<file path="src/hw/rtl/macd_pkg.sv">
// Shared widths, register codes and types for the multi-channel debouncer.
package macd_pkg;

    localparam int RAW_W      = 7;
    localparam int TIME_W     = 32;
    localparam int CNT_W      = 8;
    localparam int CLR_MS_W   = 13;
    localparam int LIMIT_W    = 23;   // 8191 ms * 1000 fits in 23 bits
    localparam int CFG_IDX_W  = 2;
    localparam int CFG_DATA_W = 13;
    localparam int CHANNELS_DEF = 7;

    localparam logic [9:0] US_PER_MS = 10'd1000;

    localparam logic [CFG_IDX_W-1:0] REG_ACTIVE_LOW  = 2'd0;
    localparam logic [CFG_IDX_W-1:0] REG_SET_SAMPLES = 2'd1;
    localparam logic [CFG_IDX_W-1:0] REG_CLEAR_MS    = 2'd2;

    localparam logic [RAW_W-1:0]    ACTIVE_LOW_RST = '0;
    localparam logic [CNT_W-1:0]    SET_SAMPLES_RST = 8'd3;
    localparam logic [LIMIT_W-1:0]  CLEAR_LIMIT_RST = 23'd100000;

    typedef struct packed {
        logic [CNT_W-1:0]   set_samples;
        logic [LIMIT_W-1:0] clear_limit;
    } t_chan_cfg;

    typedef struct packed {
        logic              advance;
        logic              detected;
        logic [TIME_W-1:0] now;
    } t_chan_ctl;

endpackage

</file>
<file path="src/hw/rtl/macd_chan.sv">
// One debounce channel: detect counter, clear timer and confirmed flag.
module macd_chan (
    input  logic                i_clk,
    input  logic                i_rst_n,
    input  macd_pkg::t_chan_cfg i_cfg,
    input  macd_pkg::t_chan_ctl i_ctl,
    output logic                o_confirmed_next
);
    import macd_pkg::*;

    logic [CNT_W-1:0]  r_count, n_count;
    logic [TIME_W-1:0] r_start, n_start;
    logic              r_clearing, n_clearing;
    logic              r_confirmed, n_confirmed;
    logic [TIME_W-1:0] elapsed;

    always_comb begin
        n_count     = r_count;
        n_start     = r_start;
        n_clearing  = r_clearing;
        n_confirmed = r_confirmed;
        elapsed     = '0;
        if (i_ctl.detected) begin
            if (r_count < i_cfg.set_samples) begin
                n_count = r_count + 1'b1;
            end
            if (n_count >= i_cfg.set_samples) begin
                n_confirmed = 1'b1;
            end
            n_clearing = 1'b0;
        end else begin
            n_count = '0;
            if (!r_clearing) begin
                n_start = i_ctl.now;
            end
            n_clearing = 1'b1;
            elapsed = i_ctl.now - n_start;
            if (elapsed >= {{(TIME_W-LIMIT_W){1'b0}}, i_cfg.clear_limit}) begin
                n_confirmed = 1'b0;
            end
        end
    end

    assign o_confirmed_next = n_confirmed;

    always_ff @(posedge i_clk) begin
        if (!i_rst_n) begin
            r_count     <= '0;
            r_clearing  <= 1'b0;
            r_confirmed <= 1'b0;
        end else if (i_ctl.advance) begin
            r_count     <= n_count;
            r_clearing  <= n_clearing;
            r_confirmed <= n_confirmed;
        end
    end

    // start time is only read while clearing is set
    always_ff @(posedge i_clk) begin
        if (i_ctl.advance) begin
            r_start <= n_start;
        end
    end

endmodule

</file>
<file path="src/hw/rtl/multi_channel_asymmetric_debouncer.sv">
// Top level of the multi-channel asymmetric debouncer.
//
// Input channel: one beat per sample, i_time_us (microsecond timestamp that
// wraps) and i_raw_bits (one raw level per channel). A beat is taken when
// i_valid is high and o_stall is low. Output channel: one beat per sample,
// o_confirmed_bits, taken when o_valid is high and i_stall is low.
// Config: i_cfg_we writes i_cfg_data into register i_cfg_index
// (0 polarity mask, 1 set sample count, 2 clear time in ms). Write only
// while the block is idle. Other indexes are ignored.
// An accepted sample goes to the input register, then the result register.
// Throughput: one sample per cycle unless i_stall holds a result; the input
// register, per-channel update logic and result register: a two-deep pipe.
// Channel state changes when a sample moves from the input register to the
// result register, which needs the result register empty or being taken.
// Stall: with i_stall high and a result waiting, one more sample is held in
// the input register, then o_stall rises. Nothing is dropped.
// Reset (synchronous, i_rst_n low): all channels unconfirmed, counters and
// clear timers idle, both pipe stages empty, registers to defaults
// (mask 0, 3 samples, 100 ms).
module multi_channel_asymmetric_debouncer #(
    parameter int CHANNELS = macd_pkg::CHANNELS_DEF
) (
    input  logic                            i_clk,
    input  logic                            i_rst_n,
    // sample input
    input  logic                            i_valid,
    output logic                            o_stall,
    input  logic [macd_pkg::TIME_W-1:0]     i_time_us,
    input  logic [macd_pkg::RAW_W-1:0]      i_raw_bits,
    // result output
    output logic                            o_valid,
    input  logic                            i_stall,
    output logic [macd_pkg::RAW_W-1:0]      o_confirmed_bits,
    // config
    input  logic                            i_cfg_we,
    input  logic [macd_pkg::CFG_IDX_W-1:0]  i_cfg_index,
    input  logic [macd_pkg::CFG_DATA_W-1:0] i_cfg_data
);
    import macd_pkg::*;

    // config registers; clear time kept as microseconds
    logic [RAW_W-1:0]   r_active_low;
    logic [CNT_W-1:0]   r_set_samples;
    logic [LIMIT_W-1:0] r_clear_limit;
    logic [LIMIT_W-1:0] clear_limit_wr;

    // pipe stages
    logic               r_in_valid;
    logic [TIME_W-1:0]  r_in_time;
    logic [RAW_W-1:0]   r_in_raw;
    logic               r_out_valid;
    logic [RAW_W-1:0]   r_out_bits;
    logic [RAW_W-1:0]   n_out_bits;

    logic               out_free;
    logic               advance;
    logic               in_take;
    logic [CHANNELS-1:0] conf_next;
    t_chan_cfg          chan_cfg;

    assign clear_limit_wr = LIMIT_W'(i_cfg_data[CLR_MS_W-1:0]) * LIMIT_W'(US_PER_MS);

    always_ff @(posedge i_clk) begin
        if (!i_rst_n) begin
            r_active_low  <= ACTIVE_LOW_RST;
            r_set_samples <= SET_SAMPLES_RST;
            r_clear_limit <= CLEAR_LIMIT_RST;
        end else if (i_cfg_we) begin
            case (i_cfg_index)
                REG_ACTIVE_LOW:  r_active_low  <= i_cfg_data[RAW_W-1:0];
                REG_SET_SAMPLES: r_set_samples <= i_cfg_data[CNT_W-1:0];
                REG_CLEAR_MS:    r_clear_limit <= clear_limit_wr;
                default: ;
            endcase
        end
    end

    // handshake: result slot frees when empty or being taken
    assign out_free = !r_out_valid || !i_stall;
    assign advance  = r_in_valid && out_free;
    assign o_stall  = r_in_valid && !out_free;
    assign in_take  = i_valid && !o_stall;

    always_ff @(posedge i_clk) begin
        if (!i_rst_n) begin
            r_in_valid  <= 1'b0;
            r_out_valid <= 1'b0;
        end else begin
            if (!o_stall) begin
                r_in_valid <= i_valid;
            end
            if (out_free) begin
                r_out_valid <= r_in_valid;
            end
        end
    end

    always_ff @(posedge i_clk) begin
        if (in_take) begin
            r_in_time <= i_time_us;
            r_in_raw  <= i_raw_bits;
        end
        if (advance) begin
            r_out_bits <= n_out_bits;
        end
    end

    assign chan_cfg.set_samples = r_set_samples;
    assign chan_cfg.clear_limit = r_clear_limit;

    // one cell per channel; channels past the field width never detect
    for (genvar g = 0; g < CHANNELS; g++) begin : g_chan
        t_chan_ctl ctl;
        assign ctl.advance = advance;
        assign ctl.now     = r_in_time;
        if (g < RAW_W) begin : g_det
            assign ctl.detected = r_in_raw[g] ^ r_active_low[g];
        end else begin : g_nodet
            assign ctl.detected = 1'b0;
        end
        macd_chan u_chan (
            .i_clk            (i_clk),
            .i_rst_n          (i_rst_n),
            .i_cfg            (chan_cfg),
            .i_ctl            (ctl),
            .o_confirmed_next (conf_next[g])
        );
    end

    // result field: bits for absent channels read zero
    for (genvar b = 0; b < RAW_W; b++) begin : g_out
        if (b < CHANNELS) begin : g_live
            assign n_out_bits[b] = conf_next[b];
        end else begin : g_dead
            assign n_out_bits[b] = 1'b0;
        end
    end

    assign o_valid          = r_out_valid;
    assign o_confirmed_bits = r_out_bits;

`ifndef ASSERT_OFF
    a_reset_empty: assert property (@(posedge i_clk)
        !i_rst_n |=> !o_valid && !r_in_valid)
        else $error("pipe not empty after reset");

    a_take_fills: assert property (@(posedge i_clk) disable iff (!i_rst_n)
        in_take |=> r_in_valid)
        else $error("accepted sample lost from input register");

    a_move_shows: assert property (@(posedge i_clk) disable iff (!i_rst_n)
        advance |=> o_valid)
        else $error("sample moved but no result shown");

    a_stall_holds_in: assert property (@(posedge i_clk) disable iff (!i_rst_n)
        o_stall |=> r_in_valid && $stable(r_in_time) && $stable(r_in_raw))
        else $error("held sample changed while blocked");

    a_dead_bits: assert property (@(posedge i_clk) disable iff (!i_rst_n)
        o_valid |-> (o_confirmed_bits & ~n_out_mask()) == '0)
        else $error("result bit set for absent channel");
`endif

    function automatic logic [RAW_W-1:0] n_out_mask();
        logic [RAW_W-1:0] m;
        m = '0;
        for (int k = 0; k < RAW_W; k++) begin
            if (k < CHANNELS) begin
                m[k] = 1'b1;
            end
        end
        return m;
    endfunction

endmodule

</file>
<file path="config.mk">
export PLATFORM = sky130hd
export DESIGN_NAME = multi_channel_asymmetric_debouncer
export DESIGN_NICKNAME = d
export VERILOG_FILES = /design/src/hw/rtl/macd_pkg.sv /design/src/hw/rtl/macd_chan.sv /design/src/hw/rtl/multi_channel_asymmetric_debouncer.sv
export SDC_FILE = /design/constraint.sdc
export NUM_CORES = 2
export LEC_CHECK = 0
export BUFFER_PORTS_ARGS = -buffer_cell sky130_fd_sc_hd__buf_4
export CORE_MARGIN = 3
export CORE_UTILIZATION = 66
export DETAILED_ROUTE_END_ITERATION = 7
export PLACE_DENSITY = 0.83
export SLEW_MARGIN = 20
export SYNTH_ARGS = -nofsm -noshare
export SYNTH_HDL_FRONTEND = slang
export SYNTH_HIERARCHICAL = 1
export SYNTH_SLANG_ARGS = --single-unit
</file>
<file path="constraint.sdc">
create_clock -name i_clk -period 6.5 [get_ports i_clk]
set_clock_uncertainty 0.15 [all_clocks]
set_input_delay 1.3 -clock i_clk [delete_from_list [all_inputs] [get_ports i_clk]]
set_output_delay 1.3 -clock i_clk [all_outputs]
set_load 0.02 [all_outputs]
</file>
==> Word-level counts from Yosys, hierarchy flattened <==
Cells that the tools add are included.
{ "totals": {"ff_bits": 377, "latchBits": 0, "mem_bits_rw": 0, "mem_bits_ro": 0, "input_bits": 59, "n_memories": 0} }
{ "op_classes": {"add_sub_neg": 14, "multipliers": 1, "div_mod_pow": 0, "magnitude_cmp": 21, "n_eq_ne": 2, "shifts": 0, "n_mux": 63, "n_bitwise": 14, "reduce_logical": 19} }
{ "ops": {"columns": ["cell", "n"], "rows": [
  ["32-bit two-way mux", 14],
  ["32-bit by 23-bit >= comparator with 1-bit output", 7],
  ["32-bit subtractor", 7],
  ["8-bit two-way mux", 21],
  ["8-bit by 1-bit adder with 8-bit output (second input constant)", 7],
  ["8-bit >= comparator", 7],
  ["8-bit less-than comparator", 7],
  ["1-bit two-way mux", 28],
  ["13-bit by 7-bit multiplier with 20-bit output (second input constant)", 1],
  ["2-bit AND reduction", 10],
  ["1-bit NOT", 7],
  ["1-bit XOR", 7],
  ["1-bit logical NOT", 4],
  ["1-bit logical AND", 3],
  ["2-bit by 1-bit == test with 1-bit output (second input constant)", 1],
  ["2-bit == test (second input constant)", 1],
  ["2-bit logical NOT", 1],
  ["1-bit logical OR", 1]
]} }

==> Logic depth before layout (Yosys ltp) <==
{ "logic_depth": {"ltp_word": 6, "mapped_depth": 25, "ltp_nobuf": 23} }

==> Hierarchy <==
The synthesis kept the hierarchy.
{ "by_module_without_submodules": {"columns": ["mod", "n_inst", "cells_each", "area_per_inst_um2", "seq_area_each_um2"], "rows": [
  ["macd_chan (g_chan[4].u_chan ...)", 3, 569, 4787.1, 1161.1],
  ["macd_chan (g_chan[0].u_chan ...)", 2, 521, 4573.1, 1161.1],
  ["multi_channel_asymmetric_debouncer", 1, 439, 5086.1, 2122.0],
  ["macd_chan (g_chan[1].u_chan)", 1, 568, 4810.9, 1161.1],
  ["macd_chan (g_chan[3].u_chan)", 1, 566, 4798.4, 1161.1]
]} }

==> Worst setup path after synthesis <==
No wires, ideal clock.
{ "synth_path": {"kind": "in2reg", "startpoint": "input port i_stall", "endpoint": "register g_chan[3].u_chan.r_start[0] (enable)", "setup_time_ns": 0.421, "arrival_time_ns": 5.151, "t_required_ns": 5.929, "path_slack_ns": 0.778, "stages": 3, "n_path_buf": 0, "cell_sequence": "a21boi_0 > inv_1 > nor2_1"} }
{ "synth_via": {"elab_chain_cells": 4} }
{ "synth_lines": {"columns": ["item", "line_no", "rtl"], "rows": [
  ["start: declaration", "multi_channel_asymmetric_debouncer.sv:32", "input logic i_stall,"],
  ["1-bit logical NOT", "multi_channel_asymmetric_debouncer.sv:79", "assign out_free = !r_out_valid || !i_stall;"],
  ["1-bit logical OR", "multi_channel_asymmetric_debouncer.sv:79", null],
  ["1-bit logical AND", "multi_channel_asymmetric_debouncer.sv:80", "assign advance = r_in_valid && out_free;"],
  ["2-bit AND reduction (no line)", null, null],
  ["end signal: assignment", "macd_chan.sv:61", "r_start <= n_start;"],
  ["end: declaration", "macd_chan.sv:12", "logic [TIME_W-1:0] r_start, n_start;"]
]} }
Every way passes these cells.
A chain may end at the register's enable or synchronous reset.

==> Final worst setup path <==
{ "layout_path": {"startpoint": "register r_in_time[4]", "endpoint": "register r_out_bits[3], in the netlist o_confirmed_bits[3], data pin"} }
{ "layout_via": {"elab_chain_cells": 6} }
{ "layout_lines": {"columns": ["item", "line_no", "rtl"], "rows": [
  ["start: declaration", "multi_channel_asymmetric_debouncer.sv:49", "logic [TIME_W-1:0] r_in_time;"],
  ["start signal: assignment", "multi_channel_asymmetric_debouncer.sv:100", "r_in_time <= i_time_us;"],
  ["32-bit two-way mux", "macd_chan.sv:33", "if (!r_clearing) begin"],
  ["32-bit two-way mux", "macd_chan.sv:23", "if (i_ctl.detected) begin"],
  ["32-bit subtractor *", "macd_chan.sv:37", "elapsed = i_ctl.now - n_start;"],
  ["32-bit by 23-bit >= comparator with 1-bit output *", "macd_chan.sv:38", "if (elapsed >= {{(TIME_W-LIMIT_W){1'b0}}, i_cfg.clear_limit}) begin"],
  ["1-bit two-way mux *", "macd_chan.sv:38", null],
  ["1-bit two-way mux *", "macd_chan.sv:23", null],
  ["net conf_next[3]", "multi_channel_asymmetric_debouncer.sv:58", "logic [CHANNELS-1:0] conf_next;"],
  ["end signal: assignment", "multi_channel_asymmetric_debouncer.sv:104", "r_out_bits <= n_out_bits;"],
  ["end: declaration", "multi_channel_asymmetric_debouncer.sv:52", "logic [RAW_W-1:0] r_out_bits;"]
]} }
The timed path passes the listed nets; every way through them passes the cells marked *. The select of a mux whose other input is x is not followed.

==> results <==
- Of the total synthesized cell area, the portion taken by AND, OR, NAND and NOR gates is 0.1391.
- The routability congestion estimate from global placement is 0.9764.
- The final hold violation count is 0.
- For this configuration, the core starts out at a cell density of 0.6723.
- STA puts the critical path data arrival time at 5880 ps.
- The later-pin clock latency in the skew report is 590 ps.
- The netlist area before placement is 38200 um^2.
- The smallest clock period supported by the final layout is computed as 5701 ps.
- VDD sags by at most 0.2567 mV.
- Clock tree synthesis found a total of 377 sinks.
- The post-layout instance count excluding filler cells is 5203.
- Each instance of the synthesized netlist takes up on average 8.839 um^2.
- The slowest stage of the critical path belongs to the cell sky130_fd_sc_hd__edfxtp_1.
- The remaining routing DRC violations is 0.
- Synthesis inferred 377 register bits.
- The cell at the root of the clock tree is sky130_fd_sc_hd__clkbuf_16.
- In the final layout, the share of cells above drive strength 1 is 0.07286.
- For this run the aggregate overflow at the end of global routing stands at 0.
- The least setup slack across all paths after layout is 798.7 ps.
- The floorplan has 87 rows.
- The element type at the critical path start is a register.
- By startpoint and endpoint, the worst setup path is classified as reg -> reg.
- The dominant combinational cell family by area after synthesis is adder cells.
- The total wire length is 106100 um.
- The buffer count from post-CTS setup fixing is 0.
- The detail route stage leaves a number of antenna-violating nets equal to 0.
- Dividing the detail-routed wire length by the instance count gives 20.40 um.
- The part of the total power dissipated in sequential elements is 0.286.
- The design draws 10.00 mW.
- Dividing the final minimum period by the clock period gives 0.8771.
- The met1 layer usage reported by global route is 0.4292.
- The kind of cell with the highest combined delay on the critical path is compound AO/OA/AOI/OAI gates.
- The number of ports placed on the die boundary is 68.
- In the post-synthesis netlist, the biggest area contributors are sky130_fd_sc_hd__edfxtp_1 21%, sky130_fd_sc_hd__ha_1 18%, sky130_fd_sc_hd__mux2i_1 5.9%.
- The final-layout fill cell count is 4413.
- The full die area is 60810 um^2.
- The via count of the first global-routing pass came to 32261.
- The XOR/XNOR share of the synthesized area is 0.05686.
- The number of gates resized after CTS was 0.
- The quantity of hold-fixing buffers added after cts is 0.
- Setup repair after global routing left no endpoint under its margin.
- The fraction of power consumed by the clock network is 0.275.
- From synthesis to final layout, the design area changed by 8.335%.
- For this run, global-route usage on met2 was measured as 0.5719.
- For this run, the register share of the synthesized area comes to 0.2683.
- The reported leakage power is 18.36 nW.
- For this run, the post-layout net count is 5061.
- The run finished with clean final reports.
- The fraction of power spent switching nets is 0.3842.
- The most utilized layer in the global route result is met2.
- Of the total power, combinational logic draws 0.439.
- The worst relative slew slack is 0.2099.
- The global routing met3 resource utilization is 0.05670.
- The critical path goes through mux2i_1 > ha_1 > a21o_1 > a31oi_1 > a21o_1 > nand2_1 > a31oi_1 > o21ai_0 > a21oi_1 > xnor2_1 > ha_1 > nand4_1 > nor4_1 > a311oi_1 > a31oi_1 > nor3_1 > mux2_1 > o2111a_1 > and4_1 > or2_1.
- The count of mapped cells out of synthesis is 4322.
- The tool flagged a number of max-cap violations equal to 0.
- The half-perimeter wire length after detailed placement is 79190 um.
- The wire length of the first global-routing pass is 167300 um.
- In this run the standard cell core region covers 56820 um^2.
- The measured slew at the worst slew-check pin is 1185 ps.
- The total number of vias is 33302.
- Setup violations remaining at the end of the flow were counted as 0.
- The number of CTS-inserted buffers is 47.
- The class of the tightest hold or removal check is reg -> reg.
- The compound-gate portion of the synthesized area was 0.2011.
- The data required time of the critical path is 6680 ps.
- The x dimension of the die is 246.6 um.
- The count of final max-slew check failures was 0.
- The critical path buffer and inverter count is 0.
- Yosys mapped the design onto 103 distinct sky130hd cell types.
- The cell count after placement is 5116.
- Of the total synthesized cell area, the portion taken by full adders, half adders and majority gates is 0.2038.
- The worst setup timing slack at the placement stage is 937.1 ps.
- Before antenna repair, the detailed router went through 8 iterations.
- For this run, the top clock speed supported by timing is 0.1754 GHz.
- The TritonCTS clock tree is built.
- From bottom edge to top edge, the die measures 246.6 um.
- Counting flops with an async set or reset pin after synthesis yields a share of 0.
- The initial antenna violation count is 1.
- The via-per-instance ratio is 6.401.
- Counting stages on the worst path, the most repeated cell is sky130_fd_sc_hd__a31oi_1.
- Entering global routing, the biggest net connects 72 pins.
- The element type at the critical path end is a register.
- The biggest cell delay along the critical path is 930 ps.
- The power density over cell area is 241.7 nW/um^2.
- The dominant cell type by area after synthesis is sky130_fd_sc_hd__edfxtp_1.
- The fraction of the core area covered by cells at the end of the flow is 0.7284.
- The clock slew at the register clock pins of the worst setup and hold paths is 60 ps.
- CTS built an H-tree with a depth of 2.
- Across every metal layer, demand over resource in global routing totals 0.3440.
- The antenna cell count is 0.
- The commonest cells after synthesis are 544 x sky130_fd_sc_hd__ha_1, 539 x sky130_fd_sc_hd__inv_1, 332 x sky130_fd_sc_hd__a21oi_1.
- Input and output buffers added on the ports amount to 67.
- No sink is reached through more buffers than the 3 on the longest clock path.
- Summed over all failing endpoints, the final setup total negative slack is 0 ps.
- The share of the synthesized area in the top cell type is 0.2122.
- The predominant post-synthesis flop cell is sky130_fd_sc_hd__edfxtp_1.
- The analysis attributes to net switching a power of 3.843 mW.
- By instance count, the leading cell after synthesis is sky130_fd_sc_hd__ha_1.
- Of all nets on the critical path, the largest fanout is 21.
- The internal power of the cells is 6.158 mW.
- The number of DRC violations after detailed-routing iteration 0 is 2500.
- The synthesized design contains 270 enable-type register cells.
- The share of cell area taken by muxes after synthesis is 0.06423.
- The number of warnings reported in the yosys synthesis log is 6.
worst min-delay path: cells and delay by family (launching register included):
family | cells | cell delay, ps
DFF | 1 | 340
muxes | 1 | 80
and+or+nand+nor | 1 | 60
area by class of cell:
cell class | instances | area (um^2) | share of cell area
multi-input cells | 3309 | 25530 | 0.6169
well taps | 756 | 945.9 | 0.02286
repair buffers | 134 | 1018 | 0.02461
inverters | 540 | 2027 | 0.04898
flip-flops and latches | 377 | 10260 | 0.2479
clock buffers | 56 | 1262 | 0.03050
clock inverters | 31 | 344.1 | 0.008314
cells by family (layout without fill, tap and decap cells):
kind of cell,Yosys count,after routing
fa+ha+maj,593,593
other cells,1,21
compound gates,1142,1142
xor+xnor,248,248
simple gates,1062,1062
buf+inv,656,761
mux,243,243
flops,377,377
worst paths after layout:
| path | from | to | slack [ps] | depth (start not counted) |
|---|---|---|---|---|
| setup / recovery | r_in_time[4] | o_confirmed_bits[3] | 800 | 20 |
| hold / removal | r_set_samples[0] | r_set_samples[0] | 360 | 2 |
| setup reg to reg | r_in_time[4] | o_confirmed_bits[3] | 800 | 20 |
| hold reg to reg | r_set_samples[0] | r_set_samples[0] | 360 | 2 |
per-stage QoR:
stage / hold slack, ps / instance area, um^2
after floorplan: 315.7 / 38280
final: 360.1 / 41390
after CTS: 364.5 / 41390
after detailed placement: 351.1 / 39780
after global placement: 319.4 / 39780
after global routing: 392.2 / 41390
placed cells by master (no fill, tap or decap), types with 15 or more instances in the layout:
master / Yosys / final
sky130_fd_sc_hd__conb_1: 1 / 21
sky130_fd_sc_hd__clkbuf_16: 0 / 49
sky130_fd_sc_hd__nand2_1: 325 / 325
sky130_fd_sc_hd__o2111ai_1: 19 / 19
sky130_fd_sc_hd__o21a_1: 40 / 40
sky130_fd_sc_hd__or2_2: 26 / 26
sky130_fd_sc_hd__a21o_1: 151 / 151
sky130_fd_sc_hd__nor2_1: 196 / 192
sky130_fd_sc_hd__and3_1: 32 / 32
sky130_fd_sc_hd__buf_4: 1 / 133
sky130_fd_sc_hd__a2111oi_0: 19 / 19
sky130_fd_sc_hd__xnor2_1: 119 / 119
sky130_fd_sc_hd__ha_1: 544 / 544
sky130_fd_sc_hd__o31a_1: 23 / 23
sky130_fd_sc_hd__a31oi_1: 50 / 50
sky130_fd_sc_hd__nor4_1: 27 / 27
sky130_fd_sc_hd__nor2b_1: 51 / 47
sky130_fd_sc_hd__mux2i_1: 226 / 226
sky130_fd_sc_hd__nand3_1: 107 / 107
sky130_fd_sc_hd__o211a_1: 18 / 18
sky130_fd_sc_hd__nand2b_1: 62 / 62
sky130_fd_sc_hd__nor3_1: 53 / 53
sky130_fd_sc_hd__fa_1: 49 / 49
sky130_fd_sc_hd__dfxtp_1: 107 / 100
sky130_fd_sc_hd__and4_1: 17 / 17
sky130_fd_sc_hd__o211ai_1: 67 / 67
sky130_fd_sc_hd__xor2_1: 129 / 129
sky130_fd_sc_hd__nand3b_1: 15 / 15
sky130_fd_sc_hd__mux2_2: 16 / 16
sky130_fd_sc_hd__edfxtp_1: 270 / 270
sky130_fd_sc_hd__a21boi_0: 23 / 22
sky130_fd_sc_hd__o21ai_0: 198 / 198
sky130_fd_sc_hd__a21oi_1: 332 / 332
sky130_fd_sc_hd__inv_1: 539 / 539
sky130_fd_sc_hd__nand4_1: 69 / 69
sky130_fd_sc_hd__a211oi_1: 44 / 44
power by group through the flow:
| stage | clock network, mW | registers (mW) | logic, mW |
|---|---|---|---|
| floorplan | 0 | 2.85 | 3.24 |
| global placement | 0 | 2.90 | 4.19 |
| detailed placement | 0 | 2.90 | 4.29 |
| CTS | 2.79 | 2.85 | 4.33 |
| global route | 2.89 | 2.86 | 4.91 |
| finish | 2.75 | 2.86 | 4.39 |
state kept, by name, indices dropped and copies added, names as in the netlist:
name	cells
g_chan.u_chan/r_start	224
g_chan.u_chan/r_count	56
r_in_time	32
r_clear_limit	20
r_set_samples	8
g_chan.u_chan/r_clearing	7
g_chan.u_chan/r_confirmed	7
o_confirmed_bits	7
r_active_low	7
r_in_raw	7
o_valid	1
r_in_valid	1
metal layers:
| layer | up-vias | wire length, um |
|---|---|---|
| li1 | 15886 | - |
| met1 | 15833 | 43470 |
| met2 | 1226 | 48540 |
| met3 | 355 | 7941 |
| met4 | 2 | 6161 |
| met5 | - | 13 |
(Power assumes the default switching activity.)
